==> src/design/rlge_pkg.sv <==
`default_nettype none
// ----------------------------------------------------------------------------
// rlge_pkg
// Shared types and constants of the run-length group encoder.
// ----------------------------------------------------------------------------
package rlge_pkg;

    localparam int unsigned          TABLE_DEPTH_DEF = 1024;
    localparam int unsigned          KEY_WIDTH_DEF   = 64;
    localparam longint unsigned      RUN_MAX_DEF     = 64'd65535;

    // Port field widths
    localparam int unsigned KEY_IN_W  = 64;
    localparam int unsigned GROUP_O_W = 11;
    localparam int unsigned LEN_O_W   = 16;

    // Table entries carry an epoch mark; a mark unequal to the current one reads as empty
    localparam int unsigned EPOCH_W = 8;

    typedef enum logic [2:0] {
        ST_CLEAR,
        ST_IDLE,
        ST_HASH,
        ST_PROBE,
        ST_FLUSH
    } t_state;

    typedef struct packed {
        logic [GROUP_O_W-1:0] group_number;
        logic [LEN_O_W-1:0]   run_length;
        logic                 final_run;
        logic [GROUP_O_W-1:0] distinct_count;
        logic                 table_full;
    } t_result;

endpackage
`default_nettype wire

==> src/design/rlge_if.sv <==
`default_nettype none


interface rlge_out_if;
    logic        valid;
    logic        ready;
    logic [10:0] group_number;
    logic [15:0] run_length;
    logic        final_run;
    logic [10:0] distinct_count;
    logic        table_full;

    modport source (output valid, output group_number, output run_length, output final_run,
                    output distinct_count, output table_full, input ready);
    modport sink   (input valid, input group_number, input run_length, input final_run,
                    input distinct_count, input table_full, output ready);
endinterface
`default_nettype wire

==> src/design/rlge_out_stage.sv <==
`default_nettype none
// ----------------------------------------------------------------------------
// rlge_out_stage
// Output register for run items; takes a new item while the old one leaves.
// ----------------------------------------------------------------------------
module rlge_out_stage
    import rlge_pkg::*;
(
    input  wire          i_clk,
    input  wire          i_rst_n,
    input  wire          i_push,
    input  t_result      i_data,
    output logic         o_can_push,
    rlge_out_if.source   o_run
);

    logic    r_valid;
    t_result r_data;

    assign o_can_push = !r_valid || o_run.ready;

    always_ff @(posedge i_clk) begin
        if (!i_rst_n) begin
            r_valid <= 1'b0;
        end else if (i_push) begin
            r_valid <= 1'b1;
        end else if (o_run.ready) begin
            r_valid <= 1'b0;
        end
    end

    always_ff @(posedge i_clk) begin
        if (i_push) begin
            r_data <= i_data;
        end
    end

    assign o_run.valid          = r_valid;
    assign o_run.group_number   = r_data.group_number;
    assign o_run.run_length     = r_data.run_length;
    assign o_run.final_run      = r_data.final_run;
    assign o_run.distinct_count = r_data.distinct_count;
    assign o_run.table_full     = r_data.table_full;

endmodule
`default_nettype wire

==> src/flat_wrapper.sv <==
// flat-port wrapper written by rule: the top's interface ports become plain ports
module rlge_out_stage_flat import rlge_pkg::*;
  (i_clk, i_rst_n, i_push, i_data, o_can_push, o_run_valid, o_run_group_number, o_run_run_length, o_run_final_run, o_run_distinct_count, o_run_table_full, o_run_ready);
  rlge_out_if o_run_i ();
  input  wire i_clk;
  input  wire i_rst_n;
  input  wire i_push;
  input  t_result i_data;
  output logic o_can_push;
  output wire logic [$bits(o_run_i.valid)-1:0] o_run_valid;
  output wire logic [$bits(o_run_i.group_number)-1:0] o_run_group_number;
  output wire logic [$bits(o_run_i.run_length)-1:0] o_run_run_length;
  output wire logic [$bits(o_run_i.final_run)-1:0] o_run_final_run;
  output wire logic [$bits(o_run_i.distinct_count)-1:0] o_run_distinct_count;
  output wire logic [$bits(o_run_i.table_full)-1:0] o_run_table_full;
  input wire logic [$bits(o_run_i.ready)-1:0] o_run_ready;
  assign o_run_valid = o_run_i.valid;
  assign o_run_group_number = o_run_i.group_number;
  assign o_run_run_length = o_run_i.run_length;
  assign o_run_final_run = o_run_i.final_run;
  assign o_run_distinct_count = o_run_i.distinct_count;
  assign o_run_table_full = o_run_i.table_full;
  assign o_run_i.ready = o_run_ready;
  rlge_out_stage u_core (.i_clk(i_clk), .i_rst_n(i_rst_n), .i_push(i_push), .i_data(i_data), .o_can_push(o_can_push), .o_run(o_run_i));
endmodule
==> config.mk <==
export PLATFORM = sky130hd
export DESIGN_NAME = rlge_out_stage_flat
export DESIGN_NICKNAME = d
export VERILOG_FILES = /design/src/design/rlge_pkg.sv /design/src/design/rlge_if.sv /design/src/design/rlge_out_stage.sv /design/src/flat_wrapper.sv
export SDC_FILE = /design/constraint.sdc
export NUM_CORES = 1
export LEC_CHECK = 0
export ABC_AREA = 1
export BUFFER_PORTS_ARGS = -buffer_cell sky130_fd_sc_hd__buf_2
export CORE_UTILIZATION = 40
export DETAILED_ROUTE_END_ITERATION = 8
export PLACE_DENSITY_LB_ADDON = 0.08
export SLEW_MARGIN = 40
export SYNTH_ARGS = -nofsm -noshare
export SYNTH_HDL_FRONTEND = slang
export SYNTH_SLANG_ARGS = --single-unit
==> constraint.sdc <==
create_clock -name i_clk -period 0.88 [get_ports i_clk]
set_clock_uncertainty 0.2 [all_clocks]
set_input_delay 0.088 -clock i_clk [delete_from_list [all_inputs] [get_ports i_clk]]
set_output_delay 0.088 -clock i_clk [all_outputs]
set_load 0.03 [all_outputs]
Word-level counts from Yosys, hierarchy flattened

Cells that the tools add are included.

Mux-type cells: 2
Reductions and logical operators: 3
Equality and inequality tests: 0
Div/mod/pow operators: 0
Shift operators: 0
Multipliers: 0
$add $sub $neg: 0
$lt $le $gt $ge: 0
Bitwise operators: 0

Operators by type and width:

| kind               | count |
|---|---|
| two-way mux 1 bit  | 2 |
| nonzero test 2 bit | 1 |
| logical NOT 1 bit  | 1 |
| logical OR 1 bit   | 1 |

Bits in latches: 0
Memory bits (read-only): 0
Output and inout port bits: 42
Word-level logic and storage cells: 11
Memories: 0
Bits in registers: 41
Bits in writable memories: 0
Input port bits: 44

Depth between registers and ports, before layout

Gate-level depths: netlist of run 1.

Depth in word-level cells: 2
Mapped depth: 3
Gate-level depth less buffers: 3

Worst setup path before layout of run 1

Ideal clock, no wire load.

Path kind: reg2reg
From: register u_core.o_run.valid (netlist name)
To: register u_core.r_valid (netlist: u_core.o_run.valid)
Stages on the path, launching flop included: 3
Data required time: 0.614 ns
Period minus slack after synthesis: 1.106 ns
Path buffers: 0
Arrival: 0.840 ns
Path slack: -0.226 ns
Setup time: 0.066 ns
Cells stage by stage: dfxtp_1 > nand2_2 > a21oi_2

RTL lines:

| item                   | line                 | text |
|---|---|---|
| end signal: assignment | rlge_out_stage.sv:24 | `r_valid <= 1'b0;` |
| end signal: assignment | rlge_out_stage.sv:26 | `r_valid <= 1'b1;` |
| end signal: assignment | rlge_out_stage.sv:28 | `r_valid <= 1'b0;` |
| end: declaration       | rlge_out_stage.sv:17 | `logic r_valid;` |

Final worst setup path of run 1

From: register u_core.r_data, in the netlist u_core.o_run.run_length[14]
To: output o_run_run_length[14]

RTL lines:

| item                     | line                 | text |
|---|---|---|
| start: declaration       | rlge_out_stage.sv:18 | `t_result r_data;` |
| start signal: assignment | rlge_out_stage.sv:34 | `r_data <= i_data;` |
| end: declaration         | flat_wrapper.sv:12   | `output wire logic [$bits(o_run_i.run_length)-1:0] o_run_run_length;` |

No word-level cell between the ends.

==> results of run 1 <==
[flip-flops by register name, indices dropped and copies added (netlist names)]
| name | cells |
|---|---|
| u_core.o_run.distinct_count | 11 |
| u_core.o_run.final_run | 1 |
| u_core.o_run.table_full | 1 |
| u_core.o_run.valid | 1 |
| u_core.o_run.group_number | 11 |
| u_core.o_run.run_length | 16 |
[per-layer routing]
| layer | vias to the layer above | GRT usage (%) | part of all wire, % |
|---|---|---|---|
| li1 | 450 | - | - |
| met4 | 0 | 5.102 | 0.92 |
| met5 | - | 0 | 0 |
| met3 | 4 | 7.589 | 7.2 |
| met1 | 432 | 23.63 | 36 |
| met2 | 53 | 38.42 | 56 |
[what timing repair did]
| action | in CTS | in global routing |
|---|---|---|
| endpoints found under the hold margin | 81 | 41 |
| setup endpoints to repair | 42 | 42 |
| pin swaps | 1 | 0 |
| setup buffers | 0 | 1 |
| gates cloned | 0 | 0 |
| gates resized for setup | 84 | 0 |
[per-stage QoR]
step	setup WS, ps	power (uW)	setup TNS [ps]
4_1_cts	-353.3	4196	-13330
3_5_place_dp	-29.89	3009	-915.5
2_1_floorplan	2.961	2727	0
3_3_place_gp	-22.63	3002	-679.6
6_report	-334.2	4189	-12790
5_1_grt	-390.2	4346	-14780
[synthesized netlist by cell type]
master / n / share of area (%)
edfxtp_1: 40 / 96
inv_1: 3 / 0.90
a21oi_2: 1 / 0.70
dfxtp_1: 1 / 1.6
nand2_2: 1 / 0.50
[worst max-delay path by stage]
| stage | start | endpoint | slack (ps) |
|---|---|---|---|
| finish | u_core.o_run.run_length[14]$_DFFE_PP_ | o_run_run_length[14] | -330 |
| global route | u_core.o_run.run_length[12]$_DFFE_PP_ | o_run_run_length[12] | -390 |
| CTS | u_core.o_run.run_length[14]$_DFFE_PP_ | o_run_run_length[14] | -350 |
| detailed placement | i_push | u_core.o_run.run_length[8]$_DFFE_PP_ | -30 |
| global placement | i_push | u_core.o_run.group_number[5]$_DFFE_PP_ | -20 |
| floorplan | u_core.o_run.valid$_SDFFE_PN0P_ | u_core.o_run.valid$_SDFFE_PN0P_ | 3 |
[worst min-delay path, delay by kind of cell]
family	cells	cell delay, ps
compound gates	1	30
buf+inv	3	230
simple gates	1	70
[layout by cell type, fill, tap and decap left out]
cell / synthesis / final
buf_2: 0 / 43
buf_6: 0 / 42
dlygate4sd3_1: 0 / 41
edfxtp_1: 40 / 40
clkbuf_4: 0 / 5
inv_1: 3 / 3
clkbuf_1: 0 / 2
buf_12: 0 / 2
nand2_4: 0 / 1
a21oi_2: 1 / 1
clkinv_1: 0 / 1
buf_4: 0 / 1
dfxtp_4: 0 / 1
[cell families after synthesis]
family,share of synthesized area [%]
AND/OR/NAND/NOR,0.5018
AO/OA/AOI/OAI,0.7022
buffers and inverters,0.9026
flip-flops,97.89
[final cells by class]
class	count	area, sq um	share of cell area [%]
sequential	41	1225	49.20
timing repair buffer	129	1146	46.03
clock inverter	1	3.754	0.1508
inverter	3	11.26	0.4523
clock buffer	7	45.04	1.809
tap	31	38.79	1.558
multi-input combinational	2	20.02	0.8040
[power by group]
part | switching (uW) | total (uW) | leakage [uW] | internal, uW
Clock | 550 | 857 | 0.0000269 | 307
Sequential | 76.9 | 2390 | 0.000400 | 2310
Combinational | 462 | 942 | 0.000643 | 480
Total | 1090 | 4190 | 0.00107 | 3100
==> qor.yml, run 1 <==
run_status:
  status: "finished with violations"
  violations: "design-rule violations, negative hold slack, negative setup slack"
layout:
  drive_gt1_share_pct: 52.46
  fill_cells: 128
  utilization_pct: 87.28
  fin_nets: 226
  antennaDiodeCount: 0
  finish.instance_area_sq_um: 2490
  final_cells: 214
  areaGrowthSynthToFinish_pct: 99.60
drt:
  vias: 939
  wl_per_cell_um: 14.78
  drc: 6
  drt-total-wl_mm: 3.163
  drt_iter0_markers: 17
  drtPass1Iterations: 8
  ant_nets: 0
  vias_per_cell: 4.388
timing:
  fin_crit_sh_pct: 138.0
  layout_setup_ws_ps: -334.2
  relSlewSlack_pct: 92.04
  whs_ps: -102.0
  min_period_ps: 1214
  rsz0062_at_grt: "true"
  hold_violations: 30
  worst_pin_slew_ps: 119.5
  fmax_ghz: 0.8236
  finalSetupViolations: 43
  drv_slew: 0
clock_tree:
  path_clk_slew_ps: 110
  clockRootBuffer: "clkbuf_4"
  cts_tree: "built"
  cts_inserted_buffers: 5
  cts.sinks: 41
  insertion_delay_ps: 340
  clock_path_buffers: 2
  htreeDepth: 2
  post_cts_hold_buffer_count: 41
worst_hold_path:
  min_to: "u_core.o_run.valid$_SDFFE_PN0P_"
  holdPathStages: 5
  hold_class: "in -> reg"
  worstHoldStart: "o_run_ready"
worst_setup_path:
  critPathArrivalTime_ps: 930
  crit_type: "reg -> out"
  r2r_start: "u_core.o_run.valid$_SDFFE_PN0P_"
  rr_worst_depth: 3
  cpMaxStageDelayCell: "edfxtp_1"
  cp.depth: 1
  crit_fanout: 1
  cp-end-kind: "output port"
  timing.reg2reg.setup_slack_ps: -20
  critPathMaxStageDelay_ps: 420
  reg2reg_to: "u_core.o_run.valid$_SDFFE_PN0P_"
  cp_top_family: "flip-flops"
  critPathBufInv: 1
  cp-start-kind: "flop"
  critical_path_required_ps: 590
  path_cells: "buf_6"
die:
  die_w_um: 57.85
  std_cell_rows: 19
  start_util_pct: 43.73
  fp.dieH_um: 57.85
  ios: 86
  core_area_sq_um: 2853
  dieArea_sq_um: 3346
synth:
  syn_inst: 46
  ys_seq_area_share_pct: 97.89
  syn-num-nets: 90
  synth_area_per_cell_sq_um: 27.12
  ys_warn_count: 0
  ys_types: 5
  synth.cell_area_sq_um: 1247
  synth_seq_cells: 41
global_route:
  grt_pass1_wl_mm: 4.885
  antenna_found_initial: 0
  grt_pass1_vias: 1021
  grt_use_total_pct: 21.14
  gr-total-overflow: 0
  grt_start_max_net_pins: 23
power:
  peakVddDrop_v: 0.001221
  p_leak_uw: 0.001071
  powerDensity_nw_per_um2: 1683
placed_design:
  numPortBuffers: 85
  routabilityCongestion: 0.7380
  placed_cell_area_sq_um: 1760
  dp.cells: 164
flow_run:
  cap_viol_max_count: 0
Power figures use the tool's default switching activity.
==> run 2: changes to the inputs <==
- CORE_MARGIN: default -> 8
==> run 2 against run 1 <==
  * The flow finishes with violations (negative hold slack, negative setup slack)
  * Sequential cell count did not move
  * Sequential share of layout area hardly changed
  * Via count grew 0.85%
  * Worst setup slack gained 15 ps
  * Clock power decreased by 4.1%
  * Fmax up 1.3%
  * Combinational power grew 1%
  * Global-route usage shrank 5.9 points
  * Cell area about the same
  * Utilization is 4.4 points lower
  * Critical endpoint is now o_run_run_length[13]
==> qor.yml, run 2 (same netlist as run 1, synthesis figures left out) <==
run_status:
  violations: "negative hold slack, negative setup slack"
  status: "finished with violations"
power:
  powerDensity_nw_per_um2: 1673
  peakVddDrop_v: 0.001102
  p_leak_uw: 0.001070
  comb_power_share_pct: 22.9
  power_frac_clock_pct: 19.7
  p_sw_uw: 1080
  cell_internal_pwr_uw: 3084
  swShare_pct: 25.94
  p_seq_share_pct: 57.4
layout:
  antennaDiodeCount: 0
  fill_cells: 161
  final_common_cell: "buf_2"
  final_cell_mix: "buf_2, buf_6, dlygate4sd3_1"
  drive_gt1_share_pct: 52.75
  finish.instance_area_sq_um: 2489
  largest_register_ff_count: 16
  areaGrowthSynthToFinish_pct: 99.50
  fin_nets: 226
drt:
  ant_nets: 0
  drt-total-wl_mm: 3.831
  drc: 0
  vias_per_cell: 4.405
  drtPass1Iterations: 4
  wl_per_cell_um: 17.82
  vias: 947
  drt_iter0_markers: 58
worst_setup_path:
  reg2reg_to: "u_core.o_run.valid$_SDFFE_PN0P_"
  critical_path_required_ps: 590
  cp.depth: 1
  cp-startpoint: "u_core.o_run.run_length[13]$_DFFE_PP_"
  crit_type: "reg -> out"
  critPathMaxStageDelay_ps: 430
  crit_end: "o_run_run_length[13]"
  critPathArrivalTime_ps: 910
  path_cells: "buf_6"
  r2r_start: "u_core.o_run.valid$_SDFFE_PN0P_"
  timing.reg2reg.setup_slack_ps: -70
  cp-end-kind: "output port"
  critPathBufInv: 1
  cp-start-kind: "flop"
  cpMaxStageDelayCell: "edfxtp_1"
  cp_top_family: "flip-flops"
  rr_worst_depth: 3
  crit_fanout: 1
global_route:
  grt_use_total_pct: 15.21
  grt_pass1_vias: 1107
  antenna_found_initial: 0
  grt_pass1_wl_mm: 5.878
  gr-total-overflow: 0
  grt_start_max_net_pins: 25
timing:
  rsz0062_at_grt: "true"
  finalSetupViolations: 43
  worst_pin_slew_ps: 132.2
  drv_slew: 0
  whs_ps: -53.97
  layout_setup_ws_ps: -319.1
  fin_crit_sh_pct: 136.3
  fmax_ghz: 0.8340
  min_period_ps: 1199
  relSlewSlack_pct: 91.18
  hold_violations: 4
clock_tree:
  clockRootBuffer: "clkbuf_4"
  cts_inserted_buffers: 5
  path_clk_slew_ps: 110
  post_cts_hold_buffer_count: 41
  cts.sinks: 41
  cts_tree: "built"
  insertion_delay_ps: 320
  clock_path_buffers: 2
  htreeDepth: 2
placed_design:
  routabilityCongestion: 0.6456
  numPortBuffers: 85
  placed_cell_area_sq_um: 1763
flow_run:
  cap_viol_max_count: 0
die:
  dieArea_sq_um: 5162
  fp.dieH_um: 71.85
  ios: 86
  std_cell_rows: 20
  core_area_sq_um: 3003
  start_util_pct: 41.54
  die_w_um: 71.85
worst_hold_path:
  hold_class: "in -> reg"
## run 2: cell count changes in the layout (fill, tap and decap cells not counted)
cell,change
clkbuf_1,-1
## run 2: cell type report
type	count	area (sq um)	share of cell area, %
clock buffer	6	41.29	1.659
clock inverter	1	3.754	0.1508
inverter	3	11.26	0.4525
multi-input combinational	2	20.02	0.8044
sequential	41	1225	49.22
tap	33	41.29	1.659
timing repair buffer	129	1146	46.05
## run 2: how the worst min path moves through the flow
| stage | start | endpoint | cells past startpoint |
|---|---|---|---|
| global placement | i_data[17] | u_core.o_run.run_length[4]$_DFFE_PP_ | 1 |
| CTS | o_run_ready | u_core.o_run.valid$_SDFFE_PN0P_ | 4 |
| floorplan | i_data[1] | u_core.o_run.distinct_count[0]$_DFFE_PP_ | 0 |
| detailed placement | i_data[29] | u_core.o_run.group_number[0]$_DFFE_PP_ | 1 |
| finish | o_run_ready | u_core.o_run.valid$_SDFFE_PN0P_ | 5 |
| global route | o_run_ready | u_core.o_run.valid$_SDFFE_PN0P_ | 5 |
## run 2: timing repair
action                                  4_1_cts  5_1_grt
resized for setup                            84        0
pin swaps                                     1        0
endpoints found under the hold margin        78        6
endpoints found under the setup margin       42       42
setup buffers                                 0        1
## run 2: tightest hold or removal path, stage by stage
cell     delay, ps
buf_2           70
inv_1           50
nand2_4         70
buf_4          100
a21oi_2         50
## run 2: per-stage QoR
| step | total power [uW] | utilization (%) | cells | TNS, ps | worst slack, ps |
|---|---|---|---|---|---|
| 2_1_floorplan | 2727 | - | 46 | 0 | 2.961 |
| 3_3_place_gp | 3011 | 58.71 | 166 | -730.5 | -30.61 |
| 3_5_place_dp | 3020 | 58.71 | 166 | -914.4 | -35.53 |
| 4_1_cts | 4176 | 82.63 | 214 | -12900 | -335.6 |
| 5_1_grt | 4326 | 82.88 | 215 | -13960 | -355.7 |
| 6_report | 4164 | 82.88 | 215 | -11940 | -319.1 |
## run 2: power by group through the flow
stage	registers (uW)	logic [uW]	clock network, uW
3_3_place_gp	2380	626	0
3_5_place_dp	2390	630	0
2_1_floorplan	2710	14.1	0
4_1_cts	2390	941	850
6_report	2390	954	822
5_1_grt	2400	994	930
## run 2: routing by layer
metal	global-route usage, %	vias up	part of all wire, %
li1	-	451	-
met1	14.62	446	35
met2	29.35	50	58
met3	6.276	0	7.3
met4	2.721	0	0
met5	0	-	0
